[config.mk]
export PLATFORM = sky130hd
export DESIGN_NAME = sobel_fifo
export DESIGN_NICKNAME = d
export VERILOG_FILES = /design/src/rtl/sobel_fifo.sv
export SDC_FILE = /design/constraint.sdc
export NUM_CORES = 1
export LEC_CHECK = 0
export BUFFER_PORTS_ARGS = -buffer_cell sky130_fd_sc_hd__buf_2
export CAP_MARGIN = 15
export CORE_ASPECT_RATIO = 0.75
export CORE_MARGIN = 2
export CORE_UTILIZATION = 51
export CTS_CLUSTER_DIAMETER = 200
export DETAILED_ROUTE_END_ITERATION = 8
export PLACE_DENSITY = 0.69
export SLEW_MARGIN = 20
export SYNTH_ARGS = -nofsm -noshare
export SYNTH_HDL_FRONTEND = slang
export SYNTH_SLANG_ARGS = --single-unit
[constraint.sdc]
create_clock -name i_clk -period 2.2 [get_ports i_clk]
set_input_delay 0.44 -clock i_clk [delete_from_list [all_inputs] [get_ports i_clk]]
set_output_delay 0.44 -clock i_clk [all_outputs]
set_load 0.02 [all_outputs]
[src/rtl/sobel_fifo.sv]
// ----------------------------------------------------------------------------
// sobel_fifo
// Short register queue between the front and the back end.
// ----------------------------------------------------------------------------
module sobel_fifo #(
    parameter int WIDTH = 8,
    parameter int DEPTH = 4
) (
    input  logic             i_clk,
    input  logic             i_rst_n,
    input  logic             i_push,
    input  logic [WIDTH-1:0] i_wdata,
    output logic             o_ready,
    input  logic             i_pop,
    output logic             o_valid,
    output logic [WIDTH-1:0] o_rdata
);
    localparam int PW = (DEPTH > 1) ? $clog2(DEPTH) : 1;
    localparam int NW = $clog2(DEPTH + 1);

    logic [WIDTH-1:0] r_mem [DEPTH];
    logic [PW-1:0]    r_wr_ptr, r_rd_ptr;
    logic [NW-1:0]    r_count;

    assign o_ready = (r_count != NW'(DEPTH));
    assign o_valid = (r_count != '0);
    assign o_rdata = r_mem[r_rd_ptr];

    always_ff @(posedge i_clk) begin
        if (!i_rst_n) begin
            r_wr_ptr <= '0;
            r_rd_ptr <= '0;
            r_count  <= '0;
        end else begin
            if (i_push) begin
                r_wr_ptr <= (r_wr_ptr == PW'(DEPTH - 1)) ? '0 : r_wr_ptr + PW'(1);
            end
            if (i_pop) begin
                r_rd_ptr <= (r_rd_ptr == PW'(DEPTH - 1)) ? '0 : r_rd_ptr + PW'(1);
            end
            if (i_push && !i_pop) begin
                r_count <= r_count + NW'(1);
            end else if (!i_push && i_pop) begin
                r_count <= r_count - NW'(1);
            end
        end
    end

    always_ff @(posedge i_clk) begin
        if (i_push) begin
            r_mem[r_wr_ptr] <= i_wdata;
        end
    end

endmodule

==> metrics.md, run 1 <==
| Metric | Value |
|---|---|
| CTS tree | `done` |
| Critical path class | `reg2out` |
| Reg power frac | `between 50% and 60%` |
| Synth Register Bits | `approximately 40` |
| Die ar. | `~3600 um^2` |
| Top post-synthesis cells by area | `edfxtp_1 (59%), dfxtp_1 (11%), mux4_2 (11%)` |
| Cells after synthesis | `between 80 and 90` |
| DRT Pass-1 Iters | `4` |
| Final nets | `133` |
| Register area | `roughly 1100 um^2` |
| Antenna Nets Post-Route | `0` |
| CTS Buffer Depth | `2` |
| Die Span X | `around 69 um` |
| Final WL | `2.550 mm` |
| Routed len/inst | `16.67 um` |
| Core Footprint | `between 2000 and 3000 um^2` |
| Layout cells sized above 1 | `a little under a third` |
| Site Rows | `17` |
| Sequential area share after synthesis | `between 70% and 80%` |
| PwrDens | `between 800 and 900 nW/um^2` |
| # DRC | `0` |
| Leakage | `around 0.68 nW` |
| Vias/cell | `a little over 5` |
| # fillers | `~230` |
| Root buffer cell | `clkbuf_8` |
| H-tree Lvls | `2` |
| Final setup skew | `~0.0075 ns` |
| Worst vdd ir | `approximately 0.43 mV` |
| GP Congestion | `approximately 0.75` |
| Number of global-route vias before repair | `806` |
| Critical path required time | `~1.8 ns` |
| Crit start category | `register` |
| Cell Area, Synth | `roughly 1600 um^2` |
| Clk slew on worst S/H paths | `0.07 ns` |
| Final setup TNS | `0 ns` |
| Syn. warnings | `0` |
| Area Growth Syn to Fin | `13.93%` |
| Sw frac | `approximately 25%` |
| Hold buffer count at cts | `0` |
| Dpl cell area | `between 1500 and 2000 um^2` |
| Slew HR | `approximately 70%` |
| Diode count | `0` |
| Initial DRC Count | `between 40 and 50` |
| Initial antenna violation count | `0` |
| Design area | `1842 um^2` |
| Period utilization | `around 89%` |
| Post-synthesis area per instance | `approximately 19 um^2` |
| Clock sinks | `41` |
| GRT Overall Usage | `between 10% and 20%` |
| First-pass GRT wire length | `just under 4 mm` |
| Final hold violations | `0` |
| Boundary Pins | `22` |
| Hold crit path type | `in2reg` |
| Die span in y | `52.76 um` |
| Critical path arrival | `roughly 1.5 ns` |
| Post-CTS resize count | `0` |
| Status | `completed` |
| Final worst slack | `0.2444 ns` |
| Port buffer count | `21` |
| Internal power | `around 1.2 mW` |
| GRT Residual Overflow | `0` |
| Worst Path Max Fanout | `8` |
| CTS buffer count | `5` |
| Area of the multi-input gates | `between 400 and 500 um^2` |
| Sw Pwr | `a little under 400 uW` |
| Placed Instances | `between 100 and 150` |
| Final Slew Violations | `0` |
| Count of cell types in the netlist | `20` |
| Comb pwr share | `12.9%` |
| Top_reg_cell synth | `edfxtp_1` |
| Pin count of the biggest net entering global routing | `13` |
| Hpwl dp | `about 1.7 mm` |
| Non-Filler Instances | `between 150 and 200` |
| Post-synth EDFFs | `32` |
| Routed via count | `795` |
| Hold WS | `about 0.36 ns` |
| Setup WS pre-CTS | `about 0.19 ns` |
| Post-CTS Setup Bufs | `0` |
| Worst skew pair latency | `~0.30 ns` |
| Synth async-reset ratio | `0%` |
| Synth area leader | `edfxtp_1` |
| Top achievable clock speed | `just over 500 MHz` |
| Max_cap viols | `0` |
| Final setup violation count | `0` |
| Total power | `roughly 1.6 mW` |
| Slew @ Worst Pin | `~0.43 ns` |
| RSZ-0062 raised after global routing | `no` |
| Critical Path Sink Type | `output port` |
| Final min period | `roughly 2 ns` |
| Syn nets | `between 100 and 150` |
| Post-synth top area share | `59.44%` |
| Fin util | `approximately three fifths` |
| Clock Power Share | `29.7%` |
| Starting Density | `54.29%` |
## Yosys cell counts (2+ instances only)
master	number
or3_1	2
nor2_1	2
ha_1	6
mux4_2	8
mux2i_1	4
edfxtp_1	32
nor2b_1	5
dfxtp_1	9
and2_1	5
inv_1	4
## power groups by stage
stage          clock network (mW)  logic, mW  registers, mW
2_1_floorplan                   0      0.149          0.915
3_3_place_gp                    0      0.199          0.923
3_5_place_dp                    0      0.207          0.926
4_1_cts                     0.476      0.208          0.909
5_1_grt                     0.510      0.226          0.914
6_report                    0.471      0.204          0.908
## cell families (layout without fill, tap and decap cells)
family | count (synthesis) | after routing | share of synthesized area (%)
AOI/OAI and AO/OA | 3 | 3 | 1.238
muxes | 12 | 12 | 13.62
DFF | 41 | 41 | 70.59
xor gates and xnor gates | 2 | 2 | 1.084
buffers and inverters | 6 | 34 | 1.934
adders and majority gates | 7 | 7 | 5.882
and+or+nand+nor | 16 | 16 | 5.650
## metal layers
metal / share of wire (%) / GRT usage [%] / vias up
met2: 49 / 26.60 / 18
met4: 2.7 / 10.78 / 0
met3: 5.2 / 5.192 / 8
met5: 0 / 0 / -
met1: 43 / 18.43 / 389
li1: - / - / 380
## worst max-delay path: stages, from the launching register on
cell and delay (ns):
dfxtp_1 0.31, buf_4 0.20, mux4_2 0.53, buf_2 0.18
## layout make-up
type	count	share of cell area (%)
clock buffers	7	4.144
clock inverters	1	0.2717
inverters	4	0.8152
multi-input cells	40	24.12
flip-flops and latches	41	61.96
well taps	38	2.582
repair buffers	22	6.114
## cell usage in the layout, fill, tap and decap left out
cell      netlist  layout
clkbuf_8        0       5
inv_1           4       4
nor2_1          2       2
and2_1          5       5
mux2i_1         4       4
clkinv_2        0       1
xnor2_1         1       1
xor2_1          1       1
buf_4           0       1
o21ai_0         1       1
clkbuf_1        0       2
dfxtp_1         9       9
ha_1            6       6
mux4_2          8       8
a21boi_1        1       1
nor3_1          1       1
fa_1            1       1
nor2b_1         5       5
buf_2           0      21
or3_1           2       2
o21a_1          1       1
nand2_1         1       1
edfxtp_1       32      32
## state kept, by name (all words and copies together) (netlist names), named ones only
signal / flops
r_wr_ptr: 2
r_mem: 32
r_count: 3
r_rd_ptr: 2
## path summary, 6_finish.rpt
kind	startpoint	to	slack [ns]	depth (start not counted)
min reg2reg	r_count[2]$_SDFFE_PN0P_	r_count[2]$_SDFFE_PN0P_	0.54	2
max reg2reg	r_count[0]$_SDFFE_PN0P_	r_count[2]$_SDFFE_PN0P_	0.67	4
max	register	o_rdata[1]	0.24	3
min	i_wdata[0]	r_mem[3][0]$_DFFE_PP_	0.36	1
Note: power is estimated with default switching activity, not from simulation.
==> run 2: changes to the inputs <==
--- a/config.mk
+++ b/config.mk
@@ -11,8 +11,10 @@
 export CORE_MARGIN = 2
 export CORE_UTILIZATION = 51
 export CTS_CLUSTER_DIAMETER = 200
+export CTS_CLUSTER_SIZE = 30
 export DETAILED_ROUTE_END_ITERATION = 8
 export PLACE_DENSITY = 0.69
+export SETUP_SLACK_MARGIN = 0.3
 export SLEW_MARGIN = 20
 export SYNTH_ARGS = -nofsm -noshare
 export SYNTH_HDL_FRONTEND = slang
==> run 2 against run 1 <==
Combinational power increased by 16%; sequential power about the same; flip-flop and latch count unchanged; clock-buffer cell count unchanged; die area unchanged; total power increased by 1.9%; largest power group unchanged; critical path depth unchanged.
==> metrics.md, run 2 (synthesis gave the netlist of run 1 again) <==
| Metric | Value |
|---|---|
| DRT Pass-1 Iters | `2` |
| Pin count of the biggest net entering global routing | `13` |
| Final WL | `between 2 and 3 mm` |
| Crit start category | `register` |
| Worst R2R Start | `r_count[0]$_SDFFE_PN0P_` |
| Clk slew on worst S/H paths | `~0.080 ns` |
| # DRC | `0` |
| Number of global-route vias before repair | `approximately 800` |
| Final Slew Violations | `0` |
| Worst-case reg-to-reg path depth | `4` |
| Setup slack, reg-to-reg | `around 0.68 ns` |
| GRT Residual Overflow | `0` |
| Starting Density | `around 54%` |
| Period utilization | `85.92%` |
| Most frequent cells in the layout | `edfxtp_1 (32), buf_2 (13), mux4_2 (8), dfxtp_1 (8), buf_6 (8)` |
| Core Footprint | `slightly below 3000 um^2` |
| Crit-path slowest cell | `mux4_2` |
| Top Registers | `r_mem (32), r_count (3)` |
| CP endpoint | `o_rdata[1]` |
| Die span in y | `about 53 um` |
| Leading cell type in the layout, fill and taps excluded | `edfxtp_1` |
| Met1 usage | `a little under a fifth` |
| GR Util met2 | `between 20% and 30%` |
| Crit-path cells | `buf_12 > mux4_2 > buf_6` |
| Critical path class | `reg2out` |
| Antenna Nets Post-Route | `0` |
| Slew HR | `around 71%` |
| Worst vdd ir | `~0.43 mV` |
| Final worst slack | `about 0.31 ns` |
| Routed via count | `801` |
| Critical path buffers and inverters | `2` |
| Die ar. | `about 3600 um^2` |
| Critical path arrival | `between 1 and 1.5 ns` |
| Critical R2R Capture | `r_count[2]$_SDFFE_PN0P_` |
| Final min period | `between 1.5 and 2 ns` |
| First-pass GRT wire length | `between 3 and 4 mm` |
| Worst skew pair latency | `0.30 ns` |
| Reg with most FFs | `r_mem` |
| Number of cells on the critical path | `3` |
| Crit path largest cell delay | `approximately 0.53 ns` |
| Setup WS pre-CTS | `0.1851 ns` |
| Critical Path Sink Type | `output port` |
| Leakage | `0.7008 nW` |
| Initial DRC Count | `45` |
| H-tree Lvls | `2` |
| GP Congestion | `0.7536` |
| Layout cells sized above 1 | `approximately a third` |
| Site Rows | `17` |
| Final setup violation count | `0` |
| Top achievable clock speed | `approximately 530 MHz` |
| Critical path required time | `1.76 ns` |
| Status | `completed` |
| Met3 Track Usage GR | `5.192%` |
| Vias/cell | `5.235` |
| Hold buffer count at cts | `0` |
| Final setup TNS | `0 ns` |
| CP top delay family | `multiplexers` |
| Slew @ Worst Pin | `0.4410 ns` |
| Boundary Pins | `22` |
| CTS Buffer Depth | `2` |
| Die Span X | `69.01 um` |
| Hold crit path type | `in2reg` |
| Total power | `around 1.6 mW` |
| Final nets | `~130` |
| GRT Overall Usage | `roughly 16%` |
| Most Crowded Layer GR | `met2` |
| Max FFs per register | `32` |
| CTS tree | `done` |
| CTS buffer count | `5` |
| RSZ-0062 raised after global routing | `yes` |
| Max_cap viols | `0` |
| Clock sinks | `41` |
| Area Growth Syn to Fin | `17.88%` |
| Final setup skew | `between 0.007 and 0.008 ns` |
| PwrDens | `around 850 nW/um^2` |
| Routed len/inst | `about 17 um` |
| Diode count | `0` |
| # fillers | `about 220` |
| Worst Path Max Fanout | `8` |
| Initial antenna violation count | `0` |
| Port buffer count | `21` |
| Root buffer cell | `clkbuf_8` |
| Hpwl dp | `about 1.7 mm` |
| Final hold violations | `0` |
run 2: worst min path at each step:
stage / depth (start not counted) / to / start / slack, ns
after floorplan: 2 / r_count[2]$_SDFFE_PN0P_ / r_count[2]$_SDFFE_PN0P_ / 0.47
after global placement: 2 / r_count[2]$_SDFFE_PN0P_ / r_count[2]$_SDFFE_PN0P_ / 0.48
after detailed placement: 2 / register / r_rd_ptr[1]$_SDFFE_PN0P_ / 0.55
after CTS: 1 / r_mem[2][5]$_DFFE_PP_ / i_wdata[5] / 0.35
after global routing: 1 / r_mem[1][7]$_DFFE_PP_ / i_wdata[7] / 0.35
final: 1 / r_mem[2][4]$_DFFE_PP_ / i_wdata[4] / 0.36
run 2: area by class of cell:
| class | count | area [um^2] | area share (%) |
|---|---|---|---|
| Tap cell | 38 | 47.55 | 2.495 |
| Multi-Input combinational cell | 40 | 444.2 | 23.31 |
| Inverter | 4 | 15.01 | 0.7879 |
| Clock buffer | 7 | 76.32 | 4.005 |
| Clock inverter | 1 | 5.005 | 0.2626 |
| Sequential cell | 41 | 1142 | 59.95 |
| Timing Repair Buffer | 22 | 175.2 | 9.192 |
run 2: worst register-to-register path, cell delays in order, from the launching register on:
cell and delay (ns):
dfxtp_1 0.36, fa_1 0.44, xor2_1 0.16, or3_1 0.31, a21boi_1 0.18
run 2: timing repair:
action,in CTS,in global routing
hold endpoints to repair,0,0
setup buffers,0,0
gates resized for setup,7,13
endpoints found under the setup margin,8,8
run 2: layer usage:
metal / vias to the layer above / part of all wire, %
li1: 381 / -
met5: - / 0
met1: 396 / 43
met3: 8 / 4.4
met4: 0 / 2.5
met2: 16 / 50
run 2: through the flow:
step	instances	util, %	area, um^2	hold WS (ns)
2_1_floorplan	87	-	1617	0.4651
3_3_place_gp	145	59.12	1760	0.4801
5_1_grt	153	63.99	1906	0.3536
4_1_cts	153	62.56	1863	0.3547
6_report	153	63.99	1906	0.3575
3_5_place_dp	145	59.12	1760	0.5453
run 2: report_power, final:
part | switching, mW | internal (mW) | leakage [nW]
registers | 0.0281 | 0.881 | 0.369
clock network | 0.246 | 0.222 | 0.0422
logic | 0.117 | 0.118 | 0.290
total | 0.391 | 1.22 | 0.701
