$ cat config.mk
export PLATFORM = sky130hd
export DESIGN_NAME = sobel_back
export DESIGN_NICKNAME = d
export VERILOG_FILES = /design/src/rtl/sobel_pkg.sv /design/src/rtl/sobel_back.sv
export SDC_FILE = /design/constraint.sdc
export NUM_CORES = 1
export LEC_CHECK = 0
export BUFFER_PORTS_ARGS = -buffer_cell sky130_fd_sc_hd__buf_2
export CORE_ASPECT_RATIO = 0.7
export CORE_MARGIN = 2
export CORE_UTILIZATION = 54
export CTS_CLUSTER_DIAMETER = 80
export CTS_CLUSTER_SIZE = 12
export DETAILED_ROUTE_END_ITERATION = 8
export HOLD_SLACK_MARGIN = 0.05
export PLACE_DENSITY_LB_ADDON = 0.08
export SYNTH_ARGS = -nofsm -noshare
export SYNTH_HDL_FRONTEND = slang
export SYNTH_SLANG_ARGS = --single-unit
$ cat constraint.sdc
create_clock -name i_clk -period 3.6 [get_ports i_clk]
set_clock_uncertainty 0.15 [all_clocks]
set_input_delay 0.36 -clock i_clk [delete_from_list [all_inputs] [get_ports i_clk]]
set_output_delay 0.36 -clock i_clk [all_outputs]
set_load 0.005 [all_outputs]
$ cat src/rtl/sobel_pkg.sv
// ----------------------------------------------------------------------------
// sobel_pkg
// Shared types and fixed constants of the Sobel edge magnitude block.
// ----------------------------------------------------------------------------
package sobel_pkg;

    // configuration port
    localparam int CFG_IDX_W  = 2;
    localparam int CFG_DATA_W = 13;
    localparam int FW_W       = 11;
    localparam int FH_W       = 13;

    localparam logic [CFG_IDX_W-1:0] CFG_FRAME_WIDTH  = 2'd0;
    localparam logic [CFG_IDX_W-1:0] CFG_FRAME_HEIGHT = 2'd1;

    localparam logic [FW_W-1:0] FRAME_WIDTH_RST  = 11'd640;
    localparam logic [FH_W-1:0] FRAME_HEIGHT_RST = 13'd480;

    // gray conversion weights, result is the weighted sum >> GRAY_SHIFT
    localparam logic [7:0] GRAY_KB    = 8'd30;
    localparam logic [7:0] GRAY_KG    = 8'd150;
    localparam logic [7:0] GRAY_KR    = 8'd76;
    localparam int         GRAY_SHIFT = 8;

    // gradient: difference of two 1-2-1 sums of 8-bit values
    localparam int         GRAD_W   = 11;
    localparam logic [7:0] EDGE_MAX = 8'd255;

    localparam int QUEUE_DEPTH = 4;

    // what one pixel word leaves for the back end to emit
    typedef struct packed {
        logic is_edge;   // centre has a full 3x3 neighbourhood
        logic last_col;  // pixel is in the rightmost column
        logic lrow;      // emit (c, r) as zero: last row
        logic rcol;      // emit (c, r-1) as zero: rightmost column
        logic centre;    // emit centre (c-1, r-1)
    } t_emit_ctl;

endpackage

$ cat src/rtl/sobel_back.sv
// ----------------------------------------------------------------------------
// sobel_back
// Result sequencer: turns each queued word into one to three results,
// forms |gx|+|gy| with saturation and drives the output register.
// ----------------------------------------------------------------------------
module sobel_back #(
    parameter int MAX_WIDTH  = 1024,
    parameter int MAX_HEIGHT = 4096
) (
    input  logic                                i_clk,
    input  logic                                i_rst_n,
    input  logic                                i_q_valid,
    output logic                                o_q_pop,
    input  sobel_pkg::t_emit_ctl                i_ctl,
    input  logic [$clog2(MAX_WIDTH)-1:0]        i_col,
    input  logic [$clog2(MAX_HEIGHT)-1:0]       i_row,
    input  logic signed [sobel_pkg::GRAD_W-1:0] i_gx,
    input  logic signed [sobel_pkg::GRAD_W-1:0] i_gy,
    output logic                                o_valid,
    input  logic                                i_ready,
    output logic [$clog2(MAX_WIDTH)-1:0]        o_out_column,
    output logic [$clog2(MAX_HEIGHT)-1:0]       o_out_row,
    output logic [7:0]                          o_edge_res,
    output logic                                o_frame_last
);
    import sobel_pkg::*;

    localparam int CW = $clog2(MAX_WIDTH);
    localparam int RW = $clog2(MAX_HEIGHT);

    // pending mask: bit 0 centre, bit 1 right column, bit 2 last row
    logic [2:0]               r_pend;
    logic [CW-1:0]            r_c;
    logic [RW-1:0]            r_r;
    logic                     r_is_edge, r_last_col;
    logic signed [GRAD_W-1:0] r_gx, r_gy;
    logic                     r_o_valid;

    logic       out_free, emit;
    logic [2:0] pend_after;

    assign out_free   = !r_o_valid || i_ready;
    assign emit       = (r_pend != 3'b000) && out_free;
    assign pend_after = emit ? (r_pend & (r_pend - 3'd1)) : r_pend;
    assign o_q_pop    = i_q_valid && (pend_after == 3'b000);

    always_ff @(posedge i_clk) begin
        if (!i_rst_n) begin
            r_pend    <= 3'b000;
            r_o_valid <= 1'b0;
        end else begin
            r_pend <= o_q_pop ? {i_ctl.lrow, i_ctl.rcol, i_ctl.centre} : pend_after;
            if (emit) begin
                r_o_valid <= 1'b1;
            end else if (i_ready) begin
                r_o_valid <= 1'b0;
            end
        end
    end

    always_ff @(posedge i_clk) begin
        if (o_q_pop) begin
            r_c        <= i_col;
            r_r        <= i_row;
            r_is_edge  <= i_ctl.is_edge;
            r_last_col <= i_ctl.last_col;
            r_gx       <= i_gx;
            r_gy       <= i_gy;
        end
    end

    // L1 magnitude
    logic [GRAD_W-1:0] ax, ay;
    logic [GRAD_W:0]   mag;
    logic [7:0]        edge_val;

    assign ax       = r_gx[GRAD_W-1] ? GRAD_W'(-r_gx) : GRAD_W'(r_gx);
    assign ay       = r_gy[GRAD_W-1] ? GRAD_W'(-r_gy) : GRAD_W'(r_gy);
    assign mag      = (GRAD_W + 1)'(ax) + (GRAD_W + 1)'(ay);
    assign edge_val = (mag > (GRAD_W + 1)'(EDGE_MAX)) ? EDGE_MAX : mag[7:0];

    always_ff @(posedge i_clk) begin
        if (emit) begin
            if (r_pend[0]) begin
                o_out_column <= r_c - CW'(1);
                o_out_row    <= r_r - RW'(1);
                o_edge_res   <= r_is_edge ? edge_val : 8'd0;
                o_frame_last <= 1'b0;
            end else if (r_pend[1]) begin
                o_out_column <= r_c;
                o_out_row    <= r_r - RW'(1);
                o_edge_res   <= 8'd0;
                o_frame_last <= 1'b0;
            end else begin
                o_out_column <= r_c;
                o_out_row    <= r_r;
                o_edge_res   <= 8'd0;
                o_frame_last <= r_last_col;
            end
        end
    end

    assign o_valid = r_o_valid;

endmodule

==> metrics.md, run 1 <==
| Metric | Value |
|---|---|
| DRT antenna net count | `0` |
| Critical path buffers and inverters | `1` |
| Power per cell area | `438.2 nW/um^2` |
| Initial DRC count | `134` |
| Hold Crit Depth | `2` |
| Initial Utilization | `56.87%` |
| Peak supply drop | `0.0002717 V` |
| Vias in the first global route | `2692` |
| PortBufs | `85` |
| Slack of the critical path | `0.1747 ns` |
| Place WS | `0.1277 ns` |
| First-pass GRT wire length | `12.63 mm` |
| Routed len/inst | `15.01 um` |
| Worst r2r path cells | `13` |
| Final wirelength | `8.088 mm` |
| GP Congestion | `around 0.86` |
| Startpoint types | `flip-flop` |
| Ant diodes | `0` |
| Net Count, Synth | `370` |
| Die ar. | `7955 sq um` |
| Post-synthesis sequential area ratio | `between 60% and 70%` |
| Final instance area | `5176 sq um` |
| Pint | `1.681 mW` |
| Post-synth top cells | `77 x edfxtp_1, 30 x nand2_1, 29 x xnor2_1, 15 x ha_1, 13 x xor2_1` |
| Slew HR | `56.08%` |
| Status | `finished, final reports clean` |
| FF+latch count, synth | `81` |
| Switching part of the total | `25.87%` |
| Critical path depth | `13` |
| Post-CTS Setup Inserts | `0` |
| Synth top area cells | `edfxtp_1 59%, xnor2_1 6.5%, ha_1 4.8%, xor2_1 2.9%, nand2_1 2.9%` |
| EDFF count, synth | `between 70 and 80` |
| CTS buffer count | `9` |
| Slowest CP cell | `a221oi_4` |
| Largest net degree at the start of global routing | `32` |
| Clock Sinks | `81` |
| Top_reg_cell synth | `edfxtp_1` |
| Initial antenna violation count | `0` |
| Post-route minimum period | `3.425 ns` |
| Net Sw Power | `roughly 0.6 mW` |
| Most frequent cell after synthesis | `edfxtp_1` |
| Area of the core | `a little under 7000 sq um` |
| Max incr delay on CP | `0.41 ns` |
| Leak | `~2.0 nW` |
| CP endpoint kind | `flip-flop` |
| Max Clk Rate | `291.9 MHz` |
| Die width | `105.8 um` |
| Final Hold Slack | `roughly 0.13 ns` |
| P&R area growth vs syn | `32.26%` |
| Clock transition at path regs | `0.08 ns` |
| Least-Margin Pin Slew | `0.6588 ns` |
| HPWL Detailed | `5.519 mm` |
| DR vias/cell | `5.223` |
| Root Buffer | `clkbuf_8` |
| CTS Buffer Depth | `2` |
| Residual DRC count | `0` |
| Share of the synthesized area in the top cell type | `59.08%` |
| H-Tree Depth | `3` |
| Setup violators final | `0` |
| CTS tree | `yes` |
| Cell area after synthesis | `between 3000 and 4000 sq um` |
| Post-synth ARST share | `0%` |
| Critical path arrival | `around 3.4 ns` |
| Worst-path fanout max | `8` |
| Die height | `~75 um` |
| Layout net count | `509` |
| Initial DRT Pass Iterations | `5` |
| CP Data Required Time | `3.54 ns` |
| Crit path top cell by count | `nand2b_1` |
| Area leader, netlist | `edfxtp_1` |
| Final period util | `95.15%` |
| Comb power frac | `between 10% and 20%` |
| Final slew viol count | `0` |
| Clock share of power | `29.9%` |
| Placement row count | `25` |
| CP delay by family, top | `simple AND/OR/NAND/NOR gates` |
| GRT Overall Usage | `21.49%` |
| Hold Vio Cnt, Final | `0` |
| Dpl cell area | `4472 sq um` |
| Avg Cell Area, Syn | `between 10 and 15 sq um` |
| Flop pwr share | `51.1%` |
| # IOs | `86` |
| Via count | `2815` |
| Critical-path cell list | `inv_1 > ha_2 > nand2b_1 > nand2b_1 > or3_1 > nand2_1 > xnor2_1 > ha_1 > a21oi_2 > o21ai_2 > or3_4 > a221oi_4 > o211ai_1` |
| Layout cell share with drive strength beyond 1 | `a little over a quarter` |
| HP Class | `input port to flip-flop` |
| Crit path kind | `flip-flop to flip-flop` |
| Remaining Overflow, GRT | `0` |
| Max Cap Viol | `0` |
| Netlist cell types | `51` |
| Post-synthesis cell count | `between 300 and 400` |
| Synth warn | `0` |
| Clk Latency, worst-skew pair | `0.36 ns` |
-- final timing paths --
check | endpoint | startpoint | slack, ns
worst max-delay path | o_edge_res[1] | r_gy[1] | 0.17
worst min-delay path | o_valid | i_rst_n | 0.13
worst max register to register | o_edge_res[1] | r_gy[1] | 0.17
worst min register to register | o_frame_last | r_last_col | 0.37
-- layout make-up --
| cell class | count | area [sq um] |
|---|---|---|
| clock inverters | 4 | 50.05 |
| inverters | 12 | 45.04 |
| multi-input cells | 202 | 1495 |
| well taps | 94 | 117.6 |
| fillers | 478 | 1705 |
| repair buffers | 134 | 920.9 |
| clock buffers | 12 | 155.1 |
| flip-flops and latches | 81 | 2392 |
-- routing by layer --
layer	GRT usage, %	vias to the layer above	part of all wire, %
li1	-	1397	-
met1	29.01	1315	47
met2	33.55	95	45
met3	8.139	8	6.9
met4	5.409	0	1.1
met5	0	-	0
-- through the flow --
| step | power [mW] | std cells | setup TNS [ns] | util (%) |
|---|---|---|---|---|
| 2_1_floorplan | 1.433 | 301 | 0 | - |
| 3_3_place_gp | 1.551 | 477 | 0 | 64.98 |
| 3_5_place_dp | 1.561 | 477 | 0 | 64.98 |
| 4_1_cts | 2.274 | 539 | 0 | 74.65 |
| 5_1_grt | 2.376 | 539 | -0.01884 | 75.22 |
| 6_report | 2.268 | 539 | 0 | 75.22 |
-- placed cells by master, fill, tap and decap left out, drive strengths merged, types with 12 or more instances in the layout --
master,instances
buf,88
edfxtp,77
dlygate4sd3,46
nand2,30
xnor2,29
o21ai,17
ha,15
xor2,13
inv,13
clkbuf,12
-- worst reg2reg max path, stage by stage (launching register included) --
cell      delay [ns]
edfxtp_1        0.39
inv_1           0.10
ha_2            0.17
nand2b_1        0.09
nand2b_1        0.17
or3_1           0.33
nand2_1         0.09
xnor2_1         0.08
ha_1            0.36
a21oi_2         0.19
o21ai_2         0.08
or3_4           0.38
a221oi_4        0.41
o211ai_1        0.17
-- registers in the layout, summed over array words and instances, names as in the netlist --
register      cells
o_edge_res        8
r_last_col        1
o_valid           1
o_out_row        12
r_gy             11
r_c              10
o_out_column     10
r_gx             11
r_pend            3
r_r              12
r_is_edge         1
o_frame_last      1
-- logic make-up after synthesis --
group	synth area share, %
AND/OR/NAND/NOR	11.54
flip-flops	61.13
AO/OA/AOI/OAI	10.10
XOR/XNOR	9.399
buffers and inverters	1.758
adder cells (fa/ha/maj)	5.818
multiplexers	0.2558
-- what timing repair did --
item / 4_1_cts / 5_1_grt
hold endpoints to repair: 46 / 0
hold buffers: 46 / 0
setup endpoints to repair: 0 / 8
gates resized for setup: 0 / 9
-- power by group through the flow --
stage                     clock network (mW)  logic [mW]  registers [mW]
after detailed placement                   0       0.382            1.18
after global placement                     0       0.371            1.18
after floorplan                            0       0.262            1.17
after CTS                              0.694       0.420            1.16
after global routing                   0.735       0.473            1.17
final                                  0.679       0.429            1.16
Power figures use the tool's default switching activity.
==> inputs of run 2 (changes only) <==
==> constraint.sdc (replaced) <==
create_clock -name i_clk -period 3.6 [get_ports i_clk]
set_clock_uncertainty 0.15 [all_clocks]
set_input_delay 0.36 -clock i_clk [delete_from_list [all_inputs] [get_ports i_clk]]
set_output_delay 0.36 -clock i_clk [all_outputs]
set_load 0.02 [all_outputs]
==> metrics.md, run 2 (synthesized netlist as in run 1, its figures left out) <==
| Metric | Value |
|---|---|
| Status | `finished, final reports clean (unchanged)` |
| RSZ-0062 raised after global routing | `false` |
| H-Tree Depth | `3 (unchanged)` |
| Layout cell share with drive strength beyond 1 | `26.62% (was 27.42%)` |
| P&R area growth vs syn | `31.68% (was 32.26%)` |
| Clock Sinks | `81 (unchanged)` |
| Crit path kind | `flip-flop to flip-flop (unchanged)` |
| Routed len/inst | `15.15 um (was 15.01 um)` |
| Placement row count | `25 (unchanged)` |
| Root Buffer | `clkbuf_8 (unchanged)` |
| Residual DRC count | `0 (unchanged)` |
| Reg2reg start | `r_gy[0] (was r_gy[1])` |
| Final TNS setup | `0 ns (unchanged)` |
| CP delay by family, top | `compound AO/OA/AOI/OAI gates (was simple AND/OR/NAND/NOR gates)` |
| Least-Margin Pin Slew | `0.5146 ns (was 0.6588 ns)` |
| Largest net degree at the start of global routing | `32 (unchanged)` |
| HP Class | `input port to flip-flop (unchanged)` |
| CTS Buffer Depth | `2 (unchanged)` |
| Worst-path fanout max | `8 (unchanged)` |
| Hold Vio Cnt, Final | `0 (unchanged)` |
| Final Hold Slack | `0.09864 ns (was 0.1258 ns)` |
| Clk Latency, worst-skew pair | `0.36 ns (about the same)` |
| CTS buffer count | `9 (unchanged)` |
| Initial antenna violation count | `0 (unchanged)` |
| First-pass GRT wire length | `12.98 mm (was 12.63 mm)` |
| GP Congestion | `0.8639 (was 0.8640)` |
| Final period util | `95.64% (was 95.15%)` |
| Layout net count | `511 (was 509)` |
| Max Clk Rate | `290.4 MHz (was 291.9 MHz)` |
| Max incr delay on CP | `0.45 ns (was 0.41 ns)` |
| Setup violators final | `0 (unchanged)` |
| Clock transition at path regs | `0.09 ns (was 0.08 ns)` |
| Peak supply drop | `0.0002307 V (was 0.0002717 V)` |
| Remaining Overflow, GRT | `0 (unchanged)` |
| Worst Hold Path EP | `r_pend[1] (was o_valid)` |
| Critical path arrival | `3.40 ns (was 3.37 ns)` |
| Die width | `105.8 um (unchanged)` |
| CTS tree | `yes (unchanged)` |
| DR vias/cell | `5.076 (was 5.223)` |
| Min-delay src | `i_ctl[1] (was i_rst_n)` |
| Place WS | `0.1063 ns (was 0.1277 ns)` |
| # IOs | `86 (unchanged)` |
| R2r endpoint | `o_edge_res[1] (unchanged)` |
| Area of the core | `6882 sq um (unchanged)` |
| Max Cap Viol | `0 (unchanged)` |
| Most frequent cells in the layout | `85 x buf_2, 77 x edfxtp_1, 46 x dlygate4sd3_1, 29 x nand2_1, 29 x xnor2_1 (unchanged)` |
| Critical-path cell list | `or3_1 > o31ai_1 > xnor2_1 > ha_1 > and3_1 > a221oi_2 > nor2b_1 > o21ai_2 > a41o_1 > o211ai_1 (was inv_1 > ha_2 > nand2b_1 > nand2b_1 > or3_1 > nand2_1 > xnor2_1 > ha_1 > a21oi_2 > o21ai_2 > or3_4 > a221oi_4 > o211ai_1)` |
| HPWL Detailed | `5.615 mm (was 5.519 mm)` |
| DRT antenna net count | `0 (unchanged)` |
| R2R setup slack | `0.16 ns (was 0.17 ns)` |
| Tot Pwr | `2.322 mW (was 2.268 mW)` |
| Slowest CP cell | `or3_1 (was a221oi_4)` |
| Hold Crit Depth | `3 (was 2)` |
| Post-route minimum period | `3.443 ns (was 3.425 ns)` |
| Slew HR | `65.64% (was 56.08%)` |
| Die ar. | `7955 sq um (unchanged)` |
| Fin util | `74.89% (was 75.22%)` |
| PortBufs | `85 (unchanged)` |
| Slack of the critical path | `0.1569 ns (was 0.1747 ns)` |
| Worst r2r path cells | `10 (was 13)` |
| Initial DRT Pass Iterations | `4 (was 5)` |
| Initial DRC count | `138 (was 134)` |
| Die height | `75.23 um (unchanged)` |
| CP Data Required Time | `3.56 ns (was 3.54 ns)` |
| Leak | `2.040 nW (was 2.038 nW)` |
| Via count | `2746 (was 2815)` |
| Initial Utilization | `56.87% (unchanged)` |
| Final wirelength | `8.195 mm (was 8.088 mm)` |
| Most common cell after layout, fill and taps aside | `buf_2 (unchanged)` |
| CP endpoint kind | `flip-flop (unchanged)` |
| Ant diodes | `0 (unchanged)` |
| Critical path buffers and inverters | `0 (was 1)` |
| GRT Overall Usage | `21.94% (was 21.49%)` |
| Startpoint types | `flip-flop (unchanged)` |
| Largest regs | `o_out_row (12), r_r (12) (unchanged)` |
| Final slew viol count | `0 (unchanged)` |
| Vias in the first global route | `2686 (was 2692)` |
| Power per cell area | `450.5 nW/um^2 (was 438.2 nW/um^2)` |
run 2: cell type report:
type / instances / area, sq um
multi-input cells: 202 / 1463
clock buffers: 11 / 151.4
repair buffers: 136 / 923.4
inverters: 12 / 45.04
well taps: 94 / 117.6
fillers: 489 / 1728
clock inverters: 5 / 61.31
flip-flops and latches: 81 / 2392
run 2: power by group:
group / internal [mW] / switching (mW)
sequential: 1.12 / 0.0436
clock: 0.362 / 0.335
combinational: 0.208 / 0.258
total: 1.69 / 0.636
run 2: through the flow:
stage / instances / cell area (sq um)
4_1_cts: 540 / 5140
5_1_grt: 541 / 5154
2_1_floorplan: 301 / 3914
3_3_place_gp: 478 / 4467
3_5_place_dp: 478 / 4467
6_report: 541 / 5154
run 2: routing by layer:
metal / share of wire (%) / vias up / global-route usage (%) / wire length (um)
met4: 0.77 / 0 / 6.871 / 63
met2: 46 / 81 / 34.12 / 3810
li1: - / 1398 / - / -
met3: 5.7 / 4 / 7.532 / 468
met5: 0 / - / 0 / 0
met1: 47 / 1263 / 29.67 / 3852
run 2: worst max-delay path by stage:
stage | slack, ns | start | to | cells past startpoint
2_1_floorplan | 0.49 | r_gx[0] | o_edge_res[0] | 13
3_3_place_gp | 0.26 | r_gx[1] | o_edge_res[7] | 13
3_5_place_dp | 0.11 | r_gx[1] | o_edge_res[1] | 13
4_1_cts | 0.1 | r_gx[1] | o_edge_res[1] | 13
5_1_grt | 0.005 | r_gy[0] | o_edge_res[1] | 10
6_report | 0.16 | r_gy[0] | o_edge_res[1] | 10
run 2: timing repair:
item                                   4_1_cts  5_1_grt
setup buffers                                0        1
hold buffers                                46        0
gates resized for setup                      0        2
setup endpoints to repair                    0        8
endpoints found under the hold margin       46        0
run 2: tightest hold or removal path, cell delays in order:
cell,delay [ns]
buf_2,0.10
nand2_1,0.04
a21boi_0,0.06
==> inputs of run 3 (changes only) <==
==> constraint.sdc (replaced) <==
create_clock -name i_clk -period 3.4 [get_ports i_clk]
set_clock_uncertainty 0.15 [all_clocks]
set_input_delay 0.34 -clock i_clk [delete_from_list [all_inputs] [get_ports i_clk]]
set_output_delay 0.34 -clock i_clk [all_outputs]
set_load 0.02 [all_outputs]
==> metrics.md, run 3 (synthesized netlist as in run 1, its figures left out) <==
| Metric | Value |
|---|---|
| DR vias/cell | `5.255 (was 5.076)` |
| Die height | `75.23 um (unchanged)` |
| Peak supply drop | `0.0003719 V (was 0.0002307 V)` |
| Reg2reg start | `r_gx[0] (was r_gy[0])` |
| First-pass GRT wire length | `12.87 mm (was 12.98 mm)` |
| Remaining Overflow, GRT | `0 (unchanged)` |
| Setup violators final | `0 (unchanged)` |
| Tot Pwr | `2.453 mW (was 2.322 mW)` |
| Residual DRC count | `0 (unchanged)` |
| Initial DRC count | `121 (was 138)` |
| Root Buffer | `clkbuf_8 (unchanged)` |
| Final wirelength | `8.455 mm (was 8.195 mm)` |
| PortBufs | `85 (unchanged)` |
| Layout net count | `512 (was 511)` |
| HP Class | `input port to flip-flop (unchanged)` |
| Most frequent cells in the layout | `85 x buf_2, 77 x edfxtp_1, 46 x dlygate4sd3_1, 29 x xnor2_1, 27 x nand2_1 (was 85 x buf_2, 77 x edfxtp_1, 46 x dlygate4sd3_1, 29 x nand2_1, 29 x xnor2_1)` |
| Worst Hold Path EP | `r_pend[1] (unchanged)` |
| Hold Crit Depth | `3 (unchanged)` |
| Leak | `2.071 nW (was 2.040 nW)` |
| Area of the multi-input gates | `1582 sq um (was 1463 sq um)` |
| CP Data Required Time | `3.36 ns (was 3.56 ns)` |
| Startpoint types | `flip-flop (unchanged)` |
| Least-Margin Pin Slew | `0.5313 ns (was 0.5146 ns)` |
| Min-delay src | `i_ctl[1] (unchanged)` |
| Launch point of the critical path | `r_gx[0] (was r_gy[0])` |
| Max incr delay on CP | `0.48 ns (was 0.45 ns)` |
| Power per cell area | `465.7 nW/um^2 (was 450.5 nW/um^2)` |
| Slew HR | `64.53% (was 65.64%)` |
| DRT antenna net count | `0 (unchanged)` |
| Die width | `105.8 um (unchanged)` |
| CP endpoint kind | `flip-flop (unchanged)` |
| Status | `finished, final reports clean (unchanged)` |
| Area of the core | `6882 sq um (unchanged)` |
| Worst-path fanout max | `3 (was 8)` |
| Max Cap Viol | `0 (unchanged)` |
| Critical-path cell list | `or3_1 > o31ai_2 > xnor2_1 > ha_1 > and3_1 > a221oi_4 > nor3b_1 > o41a_1 > a22oi_1 > o21ai_1 (was or3_1 > o31ai_1 > xnor2_1 > ha_1 > and3_1 > a221oi_2 > nor2b_1 > o21ai_2 > a41o_1 > o211ai_1)` |
| # IOs | `86 (unchanged)` |
| Largest net degree at the start of global routing | `32 (unchanged)` |
| R2r endpoint | `o_edge_res[6] (was o_edge_res[1])` |
| Slowest CP cell | `or3_1 (unchanged)` |
| Hold Vio Cnt, Final | `0 (unchanged)` |
| Via count | `2848 (was 2746)` |
| Clock Sinks | `81 (unchanged)` |
| Post-route minimum period | `3.270 ns (was 3.443 ns)` |
| Most common cell after layout, fill and taps aside | `buf_2 (unchanged)` |
| Vias in the first global route | `2683 (was 2686)` |
| Worst r2r path cells | `10 (unchanged)` |
| GRT Overall Usage | `21.89% (was 21.94%)` |
| Dpl cell area | `4474 sq um (was 4467 sq um)` |
| R2R setup slack | `0.13 ns (was 0.16 ns)` |
| HPWL Detailed | `5.440 mm (was 5.615 mm)` |
| H-Tree Depth | `3 (unchanged)` |
| Largest regs | `o_out_row (12), r_r (12) (unchanged)` |
| Initial DRT Pass Iterations | `6 (was 4)` |
| Routed len/inst | `15.60 um (was 15.15 um)` |
| Final slew viol count | `0 (unchanged)` |
| CTS tree | `yes (unchanged)` |
| CTS buffer count | `9 (unchanged)` |
| GP Congestion | `0.8619 (was 0.8639)` |
| Initial antenna violation count | `0 (unchanged)` |
| Fill cells | `442 (was 489)` |
| Critical path arrival | `3.23 ns (was 3.40 ns)` |
| Max Clk Rate | `305.8 MHz (was 290.4 MHz)` |
| Ant diodes | `0 (unchanged)` |
| Placement row count | `25 (unchanged)` |
| CTS Buffer Depth | `2 (unchanged)` |
| Clk Latency, worst-skew pair | `0.37 ns (was 0.36 ns)` |
| Clock transition at path regs | `0.08 ns (was 0.09 ns)` |
| Seq. cell area | `2392 sq um (unchanged)` |
| Final instance area | `5268 sq um (was 5154 sq um)` |
| Initial Utilization | `56.87% (unchanged)` |
| Final period util | `96.18% (was 95.64%)` |
| Crit path kind | `flip-flop to flip-flop (unchanged)` |
| Die ar. | `7955 sq um (unchanged)` |
| P&R area growth vs syn | `34.59% (was 31.68%)` |
| Layout cell share with drive strength beyond 1 | `30.58% (was 26.62%)` |
==> run 3: cell count changes in the layout (fill, tap and decap cells not counted), sizes merged <==
cell	delta
buf	+1
clkinvlp	+1
inv	-1
==> run 3: per-stage QoR <==
stage               std cells  setup slack (ns)  utilization (%)  hold slack, ns  TNS (ns)
finish                    542            0.1300            76.55         0.08714         0
global placement          479           0.08195            65.02          0.3489         0
CTS                       542           0.03409            74.67         0.07138         0
floorplan                 301            0.2871                -          0.2889         0
detailed placement        479          -0.04998            65.02          0.3681   -0.1265
global route              542          -0.01141            76.55         0.07941  -0.01673
==> run 3: how the worst max path moves through the flow <==
stage | depth (start not counted) | endpoint
floorplan | 13 | o_edge_res[0]
global placement | 13 | o_edge_res[7]
detailed placement | 13 | o_edge_res[1]
CTS | 14 | o_edge_res[5]
global route | 10 | o_edge_res[6]
finish | 10 | o_edge_res[6]
==> run 3: critical path, delay by kind of cell (launching register included) <==
family          cells  cell delay, ns
compound gates      5            1.23
xor+xnor            1            0.15
fa+ha+maj           1            0.26
flops               1            0.42
simple gates        3            0.80
==> run 3: final cells by class <==
cell class              instances  area share (%)
clock inverters                 5           1.045
flip-flops and latches         81           45.42
clock buffers                  11           2.684
well taps                      94           2.233
inverters                      12          0.8551
multi-input cells             202           30.02
repair buffers                137           17.74
==> run 3: metal layers <==
layer | track usage [%] | vias up | wire, um
met3 | 7.359 | 18 | 531
met1 | 29.02 | 1328 | 3878
met4 | 8.772 | 0 | 189
met5 | 0 | - | 0
met2 | 33.98 | 96 | 3856
li1 | - | 1406 | -
==> run 3: timing repair <==
action	in CTS	in global routing
pin swaps	1	4
hold buffers	46	0
gates resized for setup	0	27
setup endpoints to repair	7	8
gates cloned	0	0
endpoints found under the hold margin	46	0
buffers inserted	1	0
==> run 3: where the power goes <==
group / switching, mW / internal, mW
Clock: 0.347 / 0.357
Combinational: 0.284 / 0.234
Sequential: 0.0495 / 1.18
Total: 0.680 / 1.77
